## config.mk

```make
export PLATFORM = sky130hd
export DESIGN_NAME = i2c_bus_recovery_sequencer_flat
export DESIGN_NICKNAME = d
export VERILOG_FILES = /design/src/rtl/i2cbr_pkg.sv /design/src/rtl/i2cbr_if.sv /design/src/rtl/i2cbr_cfg.sv /design/src/rtl/i2cbr_core.sv /design/src/rtl/i2c_bus_recovery_sequencer.sv /design/src/flat_wrapper.sv
export SDC_FILE = /design/constraint.sdc
export NUM_CORES = 1
export LEC_CHECK = 0
export BUFFER_PORTS_ARGS = -buffer_cell sky130_fd_sc_hd__buf_2
export CORE_ASPECT_RATIO = 0.8
export CORE_MARGIN = 2
export CORE_UTILIZATION = 35
export CTS_CLUSTER_SIZE = 12
export DETAILED_ROUTE_END_ITERATION = 16
export HOLD_SLACK_MARGIN = 0.15
export PLACE_DENSITY_LB_ADDON = 0.08
export SYNTH_ARGS = -nofsm -noshare
export SYNTH_HDL_FRONTEND = slang
export SYNTH_SLANG_ARGS = --single-unit
```

## constraint.sdc

```tcl
create_clock -name clk -period 3.6 [get_ports clk]
set_clock_uncertainty 0.15 [all_clocks]
set_input_delay 0.18 -clock clk [delete_from_list [all_inputs] [get_ports clk]]
set_output_delay 0.18 -clock clk [all_outputs]
set_load 0.01 [all_outputs]
```

## src/rtl/i2cbr_pkg.sv

```systemverilog
// Package for the I2C bus-clear recovery sequencer.
// Holds the item, result and configuration types, the status codes, the phase encoding and the register constants.
// No dependencies.
`default_nettype none

package i2cbr_pkg;

    localparam int STARTUP_W  = 24;
    localparam int HALF_W     = 10;
    localparam int POLL_INT_W = 24;
    localparam int LIMIT_W    = 6;
    localparam int CFG_DATA_W = 24;
    localparam int CFG_IDX_W  = 3;

    localparam logic [CFG_IDX_W-1:0] CFG_STARTUP_WAIT  = 3'd0;
    localparam logic [CFG_IDX_W-1:0] CFG_HALF_PULSE    = 3'd1;
    localparam logic [CFG_IDX_W-1:0] CFG_POLL_INTERVAL = 3'd2;
    localparam logic [CFG_IDX_W-1:0] CFG_PULSE_LIMIT   = 3'd3;
    localparam logic [CFG_IDX_W-1:0] CFG_POLL_LIMIT    = 3'd4;

    localparam logic [STARTUP_W-1:0]  RST_STARTUP_WAIT  = 24'd2500000;
    localparam logic [HALF_W-1:0]     RST_HALF_PULSE    = 10'd10;
    localparam logic [POLL_INT_W-1:0] RST_POLL_INTERVAL = 24'd100000;
    localparam logic [LIMIT_W-1:0]    RST_PULSE_LIMIT   = 6'd20;
    localparam logic [LIMIT_W-1:0]    RST_POLL_LIMIT    = 6'd20;

    localparam logic [1:0] ST_OK       = 2'd0;
    localparam logic [1:0] ST_SCL_LOW  = 2'd1;
    localparam logic [1:0] ST_STRETCH  = 2'd2;
    localparam logic [1:0] ST_SDA_LOW  = 2'd3;

    typedef enum logic [6:0] {
        PH_IDLE       = 7'b0000001,
        PH_STARTUP    = 7'b0000010,
        PH_PULSE_LOW  = 7'b0000100,
        PH_PULSE_HIGH = 7'b0001000,
        PH_POLL       = 7'b0010000,
        PH_START_LOW  = 7'b0100000,
        PH_STOP_WAIT  = 7'b1000000
    } phase_t;

    typedef struct packed {
        logic op;
        logic scl_level;
        logic sda_level;
    } item_t;

    typedef struct packed {
        logic       scl_drive_low;
        logic       sda_drive_low;
        logic       pullups_on;
        logic       busy_res;
        logic       done_res;
        logic [1:0] status;
    } res_t;

    typedef struct packed {
        logic [STARTUP_W-1:0]  startup_wait_ticks;
        logic [HALF_W-1:0]     half_pulse_ticks;
        logic [POLL_INT_W-1:0] poll_interval_ticks;
        logic [LIMIT_W-1:0]    pulse_limit;
        logic [LIMIT_W-1:0]    poll_limit;
    } cfg_t;

endpackage

`default_nettype wire

```

## src/rtl/i2cbr_if.sv

```systemverilog
// Valid/ready channel interfaces for sequencer requests and results.
// Depends on i2cbr_pkg.
`default_nettype none

interface i2cbr_item_if;
    logic            valid;
    logic            ready;
    i2cbr_pkg::item_t data;
    modport source (output valid, output data, input ready);
    modport sink (input valid, input data, output ready);
endinterface

interface i2cbr_res_if;
    logic            valid;
    logic            ready;
    i2cbr_pkg::res_t data;
    modport source (output valid, output data, input ready);
    modport sink (input valid, input data, output ready);
endinterface

`default_nettype wire

```

## src/rtl/i2cbr_cfg.sv

```systemverilog
// Configuration register file of the recovery sequencer.
// Depends on i2cbr_pkg.
`default_nettype none

module i2cbr_cfg (
    input  wire logic                             clk,
    input  wire logic                             rst_n,
    input  wire logic                             cfg_wr_en,
    input  wire logic [i2cbr_pkg::CFG_IDX_W-1:0]  cfg_index,
    input  wire logic [i2cbr_pkg::CFG_DATA_W-1:0] cfg_data,
    output i2cbr_pkg::cfg_t                       cfg
);

    i2cbr_pkg::cfg_t cfg_reg;
    i2cbr_pkg::cfg_t cfg_next;

    always_comb
    begin
        cfg_next = cfg_reg;
        if (cfg_wr_en)
        begin
            unique case (cfg_index)
                i2cbr_pkg::CFG_STARTUP_WAIT:
                    cfg_next.startup_wait_ticks = cfg_data[i2cbr_pkg::STARTUP_W-1:0];
                i2cbr_pkg::CFG_HALF_PULSE:
                    cfg_next.half_pulse_ticks = cfg_data[i2cbr_pkg::HALF_W-1:0];
                i2cbr_pkg::CFG_POLL_INTERVAL:
                    cfg_next.poll_interval_ticks = cfg_data[i2cbr_pkg::POLL_INT_W-1:0];
                i2cbr_pkg::CFG_PULSE_LIMIT:
                    cfg_next.pulse_limit = cfg_data[i2cbr_pkg::LIMIT_W-1:0];
                i2cbr_pkg::CFG_POLL_LIMIT:
                    cfg_next.poll_limit = cfg_data[i2cbr_pkg::LIMIT_W-1:0];
                default:
                    cfg_next = cfg_reg;
            endcase
        end
    end

    always_ff @(posedge clk or negedge rst_n)
    begin
        if (!rst_n)
        begin
            cfg_reg.startup_wait_ticks  <= i2cbr_pkg::RST_STARTUP_WAIT;
            cfg_reg.half_pulse_ticks    <= i2cbr_pkg::RST_HALF_PULSE;
            cfg_reg.poll_interval_ticks <= i2cbr_pkg::RST_POLL_INTERVAL;
            cfg_reg.pulse_limit         <= i2cbr_pkg::RST_PULSE_LIMIT;
            cfg_reg.poll_limit          <= i2cbr_pkg::RST_POLL_LIMIT;
        end
        else
        begin
            cfg_reg <= cfg_next;
        end
    end

    assign cfg = cfg_reg;

endmodule

`default_nettype wire

```

## src/rtl/i2cbr_core.sv

```systemverilog
// Recovery state machine: phase, delay timer, pulse and poll counters, line drives.
// Advances one step per request and presents the result of that step.
// Depends on i2cbr_pkg.
`default_nettype none

module i2cbr_core #(
    parameter int TIMER_WIDTH = 24
) (
    input  wire logic             clk,
    input  wire logic             rst_n,
    input  wire logic             step,
    input  wire i2cbr_pkg::item_t item,
    input  wire i2cbr_pkg::cfg_t  cfg,
    output i2cbr_pkg::res_t       res
);

    localparam int LW = i2cbr_pkg::LIMIT_W;

    i2cbr_pkg::phase_t       phase_reg, phase_next;
    logic [TIMER_WIDTH-1:0]  wait_reg, wait_next;
    logic [LW-1:0]           pulses_reg, pulses_next;
    logic [LW-1:0]           polls_reg, polls_next;
    logic [1:0]              status_reg, status_next;
    logic                    drv_scl_reg, drv_scl_next;
    logic                    drv_sda_reg, drv_sda_next;
    logic                    drv_pull_reg, drv_pull_next;
    logic                    running;
    logic                    check_sda;
    logic                    fin;
    logic [1:0]              fin_code;

    always_comb
    begin
        phase_next    = phase_reg;
        wait_next     = wait_reg;
        pulses_next   = pulses_reg;
        polls_next    = polls_reg;
        status_next   = status_reg;
        drv_scl_next  = drv_scl_reg;
        drv_sda_next  = drv_sda_reg;
        drv_pull_next = drv_pull_reg;
        running       = 1'b0;
        check_sda     = 1'b0;
        fin           = 1'b0;
        fin_code      = i2cbr_pkg::ST_OK;

        unique case (phase_reg)
            i2cbr_pkg::PH_STARTUP, i2cbr_pkg::PH_PULSE_LOW, i2cbr_pkg::PH_PULSE_HIGH,
            i2cbr_pkg::PH_POLL, i2cbr_pkg::PH_START_LOW, i2cbr_pkg::PH_STOP_WAIT:
                running = 1'b1;
            default:
            begin
                phase_next = i2cbr_pkg::PH_IDLE;
                if (item.op)
                begin
                    drv_scl_next  = 1'b0;
                    drv_sda_next  = 1'b0;
                    drv_pull_next = 1'b1;
                    wait_next     = TIMER_WIDTH'(cfg.startup_wait_ticks);
                    pulses_next   = cfg.pulse_limit;
                    polls_next    = cfg.poll_limit;
                    phase_next    = i2cbr_pkg::PH_STARTUP;
                end
            end
        endcase

        if (running && !item.op)
        begin
            if (wait_reg != '0)
            begin
                wait_next = wait_reg - TIMER_WIDTH'(1);
            end
            else
            begin
                unique case (phase_reg)
                    i2cbr_pkg::PH_STARTUP:
                    begin
                        if (!item.scl_level)
                        begin
                            fin      = 1'b1;
                            fin_code = i2cbr_pkg::ST_SCL_LOW;
                        end
                        else
                        begin
                            check_sda = 1'b1;
                        end
                    end
                    i2cbr_pkg::PH_PULSE_LOW:
                    begin
                        drv_scl_next = 1'b0;
                        wait_next    = TIMER_WIDTH'(cfg.half_pulse_ticks);
                        phase_next   = i2cbr_pkg::PH_PULSE_HIGH;
                    end
                    i2cbr_pkg::PH_PULSE_HIGH, i2cbr_pkg::PH_POLL:
                    begin
                        if (item.scl_level)
                        begin
                            check_sda = 1'b1;
                        end
                        else if (polls_reg != '0)
                        begin
                            polls_next = polls_reg - LW'(1);
                            wait_next  = TIMER_WIDTH'(cfg.poll_interval_ticks);
                            phase_next = i2cbr_pkg::PH_POLL;
                        end
                        else
                        begin
                            fin      = 1'b1;
                            fin_code = i2cbr_pkg::ST_STRETCH;
                        end
                    end
                    i2cbr_pkg::PH_START_LOW:
                    begin
                        drv_sda_next = 1'b0;
                        wait_next    = TIMER_WIDTH'(cfg.half_pulse_ticks);
                        phase_next   = i2cbr_pkg::PH_STOP_WAIT;
                    end
                    default:
                    begin
                        drv_pull_next = 1'b0;
                        fin           = 1'b1;
                        fin_code      = i2cbr_pkg::ST_OK;
                    end
                endcase
            end
        end

        if (check_sda)
        begin
            if (item.sda_level)
            begin
                drv_scl_next = 1'b0;
                drv_sda_next = 1'b1;
                wait_next    = TIMER_WIDTH'(cfg.half_pulse_ticks);
                phase_next   = i2cbr_pkg::PH_START_LOW;
            end
            else if (pulses_reg != '0)
            begin
                pulses_next  = pulses_reg - LW'(1);
                drv_scl_next = 1'b1;
                drv_sda_next = 1'b0;
                wait_next    = TIMER_WIDTH'(cfg.half_pulse_ticks);
                polls_next   = cfg.poll_limit;
                phase_next   = i2cbr_pkg::PH_PULSE_LOW;
            end
            else
            begin
                fin      = 1'b1;
                fin_code = i2cbr_pkg::ST_SDA_LOW;
            end
        end

        if (fin)
        begin
            status_next  = fin_code;
            phase_next   = i2cbr_pkg::PH_IDLE;
            drv_scl_next = 1'b0;
            drv_sda_next = 1'b0;
        end
    end

    always_ff @(posedge clk or negedge rst_n)
    begin
        if (!rst_n)
        begin
            phase_reg    <= i2cbr_pkg::PH_IDLE;
            wait_reg     <= '0;
            pulses_reg   <= '0;
            polls_reg    <= '0;
            status_reg   <= i2cbr_pkg::ST_OK;
            drv_scl_reg  <= 1'b0;
            drv_sda_reg  <= 1'b0;
            drv_pull_reg <= 1'b0;
        end
        else if (step)
        begin
            phase_reg    <= phase_next;
            wait_reg     <= wait_next;
            pulses_reg   <= pulses_next;
            polls_reg    <= polls_next;
            status_reg   <= status_next;
            drv_scl_reg  <= drv_scl_next;
            drv_sda_reg  <= drv_sda_next;
            drv_pull_reg <= drv_pull_next;
        end
    end

    assign res.scl_drive_low = drv_scl_next;
    assign res.sda_drive_low = drv_sda_next;
    assign res.pullups_on    = drv_pull_next;
    assign res.busy_res      = (phase_next != i2cbr_pkg::PH_IDLE);
    assign res.done_res      = fin;
    assign res.status        = status_next;

endmodule

`default_nettype wire

```

## src/rtl/i2c_bus_recovery_sequencer.sv

```systemverilog
// I2C bus-clear recovery sequencer, top level: request register, step core,
// result register and configuration registers.
// Depends on i2cbr_pkg, i2cbr_if, i2cbr_cfg and i2cbr_core.
//
// One request (a tick carrying the sampled SCL/SDA levels, or a start) is taken
// per clock, and each yields exactly one result: the request is held in the
// request register, the step is made as it loads the result register, and the
// result is then offered from there. Throughput is one request per cycle while
// results are taken. A result waiting in the output register holds the step, and
// once the request register is full new requests wait too. A start while a
// sequence runs is ignored. Delays are counted in ticks from the configuration
// registers, and the final status stays on the status field until the next
// sequence ends. Write configuration only while no request is in flight.
`default_nettype none

module i2c_bus_recovery_sequencer #(
    parameter int TIMER_WIDTH = 24
) (
    input  wire logic                             clk,
    input  wire logic                             rst_n,
    i2cbr_item_if.sink                            item,
    i2cbr_res_if.source                           result,
    input  wire logic                             cfg_wr_en,
    input  wire logic [i2cbr_pkg::CFG_IDX_W-1:0]  cfg_index,
    input  wire logic [i2cbr_pkg::CFG_DATA_W-1:0] cfg_data
);

    i2cbr_pkg::cfg_t  cfg;
    i2cbr_pkg::res_t  step_res;
    i2cbr_pkg::item_t in_item_reg;
    i2cbr_pkg::res_t  out_item_reg;
    logic             in_valid_reg, in_valid_next;
    logic             out_valid_reg, out_valid_next;
    logic             advance;
    logic             step;

    i2cbr_cfg u_cfg (
        .clk       (clk),
        .rst_n     (rst_n),
        .cfg_wr_en (cfg_wr_en),
        .cfg_index (cfg_index),
        .cfg_data  (cfg_data),
        .cfg       (cfg)
    );

    i2cbr_core #(
        .TIMER_WIDTH (TIMER_WIDTH)
    ) u_core (
        .clk   (clk),
        .rst_n (rst_n),
        .step  (step),
        .item  (in_item_reg),
        .cfg   (cfg),
        .res   (step_res)
    );

    assign advance    = !out_valid_reg || result.ready;
    assign step       = in_valid_reg && advance;
    assign item.ready = !in_valid_reg || advance;

    always_comb
    begin
        in_valid_next = in_valid_reg;
        if (item.valid && item.ready)
        begin
            in_valid_next = 1'b1;
        end
        else if (step)
        begin
            in_valid_next = 1'b0;
        end

        out_valid_next = out_valid_reg;
        if (step)
        begin
            out_valid_next = 1'b1;
        end
        else if (result.ready)
        begin
            out_valid_next = 1'b0;
        end
    end

    always_ff @(posedge clk or negedge rst_n)
    begin
        if (!rst_n)
        begin
            in_valid_reg  <= 1'b0;
            out_valid_reg <= 1'b0;
        end
        else
        begin
            in_valid_reg  <= in_valid_next;
            out_valid_reg <= out_valid_next;
        end
    end

    always_ff @(posedge clk)
    begin
        if (item.valid && item.ready)
        begin
            in_item_reg <= item.data;
        end
        if (step)
        begin
            out_item_reg <= step_res;
        end
    end

    assign result.valid = out_valid_reg;
    assign result.data  = out_item_reg;

endmodule

`default_nettype wire

```

## src/flat_wrapper.sv

```systemverilog
// flat-port wrapper written by rule: the top's interface ports become plain ports
module i2c_bus_recovery_sequencer_flat 
#(
    parameter int TIMER_WIDTH = 24
)
  (clk, rst_n, cfg_wr_en, cfg_index, cfg_data, item_valid, item_data, item_ready, result_valid, result_data, result_ready);
  i2cbr_item_if item_i ();
  i2cbr_res_if result_i ();
  input  wire logic clk;
  input  wire logic rst_n;
  input  wire logic cfg_wr_en;
  input  wire logic [i2cbr_pkg::CFG_IDX_W-1:0] cfg_index;
  input  wire logic [i2cbr_pkg::CFG_DATA_W-1:0] cfg_data;
  input wire logic [$bits(item_i.valid)-1:0] item_valid;
  input wire logic [$bits(item_i.data)-1:0] item_data;
  output wire logic [$bits(item_i.ready)-1:0] item_ready;
  output wire logic [$bits(result_i.valid)-1:0] result_valid;
  output wire logic [$bits(result_i.data)-1:0] result_data;
  input wire logic [$bits(result_i.ready)-1:0] result_ready;
  assign item_i.valid = item_valid;
  assign item_i.data = item_data;
  assign item_ready = item_i.ready;
  assign result_valid = result_i.valid;
  assign result_data = result_i.data;
  assign result_i.ready = result_ready;
  i2c_bus_recovery_sequencer #(.TIMER_WIDTH(TIMER_WIDTH)) u_core (.clk(clk), .rst_n(rst_n), .item(item_i), .result(result_i), .cfg_wr_en(cfg_wr_en), .cfg_index(cfg_index), .cfg_data(cfg_data));
endmodule
```

* Word level (Yosys, flattened, before mapping) *
Index checks and enable logic that the tools add are counted.

cells by class
  add/subtract/negate cells = 3
  equality and inequality tests = 11
  mux-type cells = 87
  reduce and logical (&&, ||, !) cells = 24

operator list
  kind                   count
  $mux 24                9
  $mux 6                 15
  $mux 7                 9
  $pmux 24 s2            1
  $mux 1                 41
  $reduce_bool 24->1     1
  $sub 24x1->24 const B  1
  $pmux 7 s3             1
  $mux 2                 9
  $reduce_bool 6->1      2
  $sub 6x1->6 const B    2
  $reduce_and 2->1       5
  $eq 7x2->1 const B     1
  $eq 7x3->1 const B     1
  $eq 7x4->1 const B     1
  $eq 7x5->1 const B     1
  $eq 7x6->1 const B     1
  $eq 7x7->1 const B     1
  $ne 7x1->1 const B     1
  $eq 3x2->1 const B     2
  $reduce_or 6->1        1
  $reduce_or 5->1        1
  $pmux 2 s2             1
  $reduce_bool 2->1      2
  other kinds (9)        15

storage, ports and cells
  register bits after elaboration = 130
  input bits = 35
  word-level logic and storage cells = 149

* Longest topological paths before layout *
  depth after elaboration = 13
  gate-level depth with buffers = 11

* Hierarchy *
From an unflattened synthesis, not the netlist that was laid out.

second synthesis, totals
  cell total of the unflattened synthesis = 696
  area total of the unflattened synthesis = 7189.4 um^2

by module, submodules not included
  module                      instances  cells each  area each (um^2)  seq. area each (um^2)
  i2cbr_core                  1          526         4097.7            1202.4
  i2cbr_cfg                   1          152         2687.6            1776.7
  i2c_bus_recovery_sequencer  1          18          404.1             350.3

* Least setup slack after synthesis *
No wires, ideal clock.

  kind = reg-to-reg
  start = register u_core.u_core.phase_reg[1]
  end = register u_core.u_core.polls_reg[1]
  arrival time = 2290 ps
  required time = 3369 ps
  setup slack = 1079 ps
  stages on the path, launching flop included = 10
  buffers on the path = 2
  period minus slack after synthesis = 2521 ps
  cell sequence = dfrtp_1 > buf_6 > or4_4 > nor4_4 > and2_1 > buf_6 > nor3b_4 > mux2i_1 > o221ai_1 > o21ai_1

between the ends
  cells in the longest elaborated chain, start to end = 11
  elaborated cells between the ends (all ways) = 23
  classes of those cells = eq/ne (6); mux (13); reduce/logical (4)

RTL lines
  what                                      RTL line                            RTL
  from (decl)                               i2cbr_core.sv:19                    i2cbr_pkg::phase_t phase_reg, phase_next;
  from (signal assigned)                    i2cbr_core.sv:166                   phase_reg <= i2cbr_pkg::PH_IDLE;
  from (signal assigned)                    i2cbr_core.sv:177                   phase_reg <= phase_next;
  $eq 7x4->1, or another cell as far along  i2cbr_core.sv:47, i2cbr_core.sv:75
  $reduce_or 6->1                           i2cbr_core.sv:47                    unique case (phase_reg)
  $mux 6                                    i2cbr_core.sv:47
  $mux 6                                    i2cbr_core.sv:100                   else if (polls_reg != '0)
  $mux 6                                    i2cbr_core.sv:96                    if (item.scl_level)
  $mux 6                                    i2cbr_core.sv:75                    unique case (phase_reg)
  $mux 6                                    i2cbr_core.sv:69                    if (wait_reg != '0)
  $mux 6                                    i2cbr_core.sv:67                    if (running && !item.op)
  $mux 6                                    i2cbr_core.sv:137                   else if (pulses_reg != '0)
  $mux 6                                    i2cbr_core.sv:130                   if (item.sda_level)
  $mux 6 (*)                                i2cbr_core.sv:128                   if (check_sda)
  to (signal assigned)                      i2cbr_core.sv:180                   polls_reg <= polls_next;
  to (decl)                                 i2cbr_core.sv:22                    logic [LW-1:0] polls_reg, polls_next;

Every way passes the cells marked *; elsewhere a longest branch is shown, timed or not.
A chain may end at the register's enable or synchronous reset.

* Worst setup path after layout *
  start = register u_core.u_core.wait_reg[6]
  end = register u_core.u_core.wait_reg[14]

between the ends
  cells in the longest elaborated chain, start to end = 6
  elaborated cells between the ends (all ways) = 9
  classes of those cells = add/sub (1); mux (7); reduce/logical (1)

RTL lines
  what                                                 RTL line                            RTL
  from (decl)                                          i2cbr_core.sv:20                    logic [TIMER_WIDTH-1:0] wait_reg, wait_next;
  from (signal assigned)                               i2cbr_core.sv:178                   wait_reg <= wait_next;
  $sub 24x1->24 or $reduce_bool 24->1 (tied branches)  i2cbr_core.sv:71, i2cbr_core.sv:69
  $mux 24                                              i2cbr_core.sv:69
  $mux 24                                              i2cbr_core.sv:67
  $mux 24                                              i2cbr_core.sv:137
  $mux 24                                              i2cbr_core.sv:130
  $mux 24 (*)                                          i2cbr_core.sv:128

Marked as above.

==> results.json <==
{
  "critPathKind": "reg2reg",
  "fp.dieH_um": 132.1,
  "most-common-layout-cells": "dfrtp_1 (99), nand2_1 (90), mux2_2 (73), o21ai_0 (49), nor2_1 (46)",
  "setup_ws_ns": 0.4649,
  "cts_resized": 0,
  "timing.rr.start": "u_core.u_core.wait_reg[6]",
  "core_sq_mm": 0.01997,
  "critPathCapture": "u_core.u_core.wait_reg[14]",
  "slew_viol_final": 0,
  "initial_core_util": 0.3593,
  "relSlewSlack": 0.2737,
  "power.density_mw_per_mm2": 707.5,
  "final_common_cell": "dfrtp_1",
  "reg2regPathDepth": 7,
  "worstPathRequired_ns": 3.76,
  "synth_edf_count": 10,
  "finalSetupViolCount": 0,
  "numClockSinks": 130,
  "drv_cap": 0,
  "largest_reg_flops": 70,
  "fmax_ghz": 0.3190,
  "grt_max_degree": 71,
  "grt.total_usage": 0.2010,
  "totalWireLength_um": 20880,
  "synth_adder_area_share": 0.008718,
  "fin_util": 0.4318,
  "cts_tree": "built",
  "finalPower_mw": 6.102,
  "cts.path.max_buffers": 2,
  "synth.yosys.warnings": 0,
  "crit_path_start_kind": "flip-flop",
  "worstPathArrival_ns": 3.29,
  "grt_pass1_wl_um": 33650,
  "final.setup.tns_ns": 0,
  "die-area_sq_mm": 0.02167,
  "synth.area.mux_share": 0.1201,
  "syn_nets": 760,
  "numPlacedInstances": 1010,
  "fillCellCount": 1911,
  "fin_area_sq_mm": 0.008625,
  "hp-class": "in2reg",
  "layout-drive-gt1-share": 0.2596,
  "critPathMaxFanout": 13,
  "holdBufCountCts": 31,
  "place_area_sq_mm": 0.007755,
  "synthFlopType": "dfrtp_1",
  "synth_area_sq_mm": 0.007176,
  "grt_antenna_before_repair": 0,
  "cts-buffers-inserted": 17,
  "grt_setup_unrepaired": "false",
  "synthXorXnorAreaFrac": 0.01831,
  "max-vdd-ir-drop_uv": 306.8,
  "leakage_nw": 3.425,
  "gr-total-overflow": 0,
  "hpwlAfterDp_um": 14750,
  "gp_congestion": 0.8661,
  "diodes": 0,
  "portBuffers": 43,
  "via_per_inst": 5.583,
  "grt_pass1_vias": 5949,
  "clockRootBuffer": "clkbuf_16",
  "finalHoldViolations": 0,
  "crit_start": "u_core.u_core.wait_reg[6]",
  "instances_no_fill": 1073,
  "hold_ws_ns": 0.1686,
  "synth_top_family_by_area": "simple AND/OR/NAND/NOR gates",
  "ys_types": 75,
  "status": "complete, no violations",
  "rows": 46,
  "synth-compound-area-share": 0.1711,
  "fin_crit_ns": 3.135,
  "fin_nets": 836,
  "worstReg2RegEnd": "u_core.u_core.wait_reg[14]",
  "postCtsSetupBuffers": 0,
  "post-route-period-util": 0.8709,
  "synth_seq_area_share": 0.4640,
  "r2r_slack_ns": 0.46,
  "worst_pin_slew_ns": 1.081,
  "antenna_left": 0,
  "pre_cts_ws_ns": 0.5267,
  "drt-pass1-iter-count": 5,
  "cts_max_level": 4,
  "ys_seq_elements": 130,
  "areaGrowthSynthToFinish_pct": 20.19,
  "hold_depth": 3,
  "drt_iter0_markers": 528,
  "endpoint_kind": "flip-flop",
  "clk_latency_ns": 0.43,
  "synth_async_sr_flop_share": 0.9231,
  "synthSimpleGateAreaFrac": 0.1841,
  "avgSynthCellArea_sq_um": 9.966,
  "io_pins": 44,
  "drc_errors": 0,
  "wire_per_inst_um": 19.45,
  "die_width_um": 164.1,
  "clk_pin_slew_ns": 0.06,
  "num_vias": 5991,
  "syn_inst": 720
}
[cells in the mapped netlist (7+ instances only)]
cell type	n	area [sq um]
a211oi_1	7	52.55
a21oi_1	35	175.2
a22oi_1	12	90.09
buf_2	13	65.06
clkbuf_1	25	93.84
dfrtp_1	99	2477
dfstp_2	21	551.8
edfxtp_1	10	300.3
inv_1	14	52.55
mux2_2	73	822.0
nand2_1	90	337.8
nand2b_1	7	43.79
nand3_1	13	65.06
nor2_1	46	172.7
nor3_1	29	145.1
nor4_1	10	62.56
o211ai_1	7	52.55
o21ai_0	49	245.2
o22ai_1	8	50.05
o31ai_1	9	67.56
or3_1	8	50.05
or4_1	8	60.06
xor2_1	11	96.34
[final cells by class]
| class | count | area (sq um) | area share |
|---|---|---|---|
| Clock buffer | 23 | 478.0 | 0.05542 |
| Clock inverter | 9 | 81.33 | 0.009430 |
| Inverter | 16 | 60.06 | 0.006964 |
| Multi-Input combinational cell | 534 | 3632 | 0.4212 |
| Sequential cell | 130 | 3329 | 0.3860 |
| Tap cell | 264 | 330.3 | 0.03830 |
| Timing Repair Buffer | 97 | 713.2 | 0.08269 |
[how the worst min path moves through the flow]
stage | start | endpoint | slack (ns)
after floorplan | rst_n | u_core.in_valid_reg | -0.27
after global placement | rst_n | u_core.u_cfg.cfg[5] | 0.13
after detailed placement | rst_n | u_core.u_cfg.cfg[3] | 0.13
after CTS | cfg_index[1] | u_core.u_cfg.cfg[4] | 0.17
after global routing | cfg_index[1] | u_core.u_cfg.cfg[0] | 0.21
final | cfg_index[1] | u_core.u_cfg.cfg[3] | 0.17
[routing by layer]
metal  vias to the layer above  routed length, um  track usage
li1                       2833                  -            -
met1                      2995              10630       0.3025
met2                       144               9020       0.2894
met3                        19                936      0.03869
met4                         0                289      0.06189
met5                         -                  0            0
[report_power, final]
group	switching (mW)	total (mW)	leakage (nW)	internal, mW
registers	0.479	2.40	1.53	1.92
logic	1.18	2.06	1.62	0.878
clock network	0.647	1.65	0.269	0.999
total	2.31	6.10	3.42	3.79
[cell families after synthesis]
family	after synthesis
AOI/OAI and AO/OA	182
xor gates and xnor gates	15
adders and majority gates	5
buffers and inverters	56
DFF	130
muxes	77
and+or+nand+nor	255
[critical path: stages (launching register included)]
cell	delay, ns
dfrtp_1	0.46
nor4_1	0.56
nand4_1	0.35
or2_2	0.43
nand2_1	0.37
nor2_1	0.18
a22o_1	0.21
a221o_1	0.30
Power figures use the tool's default switching activity.
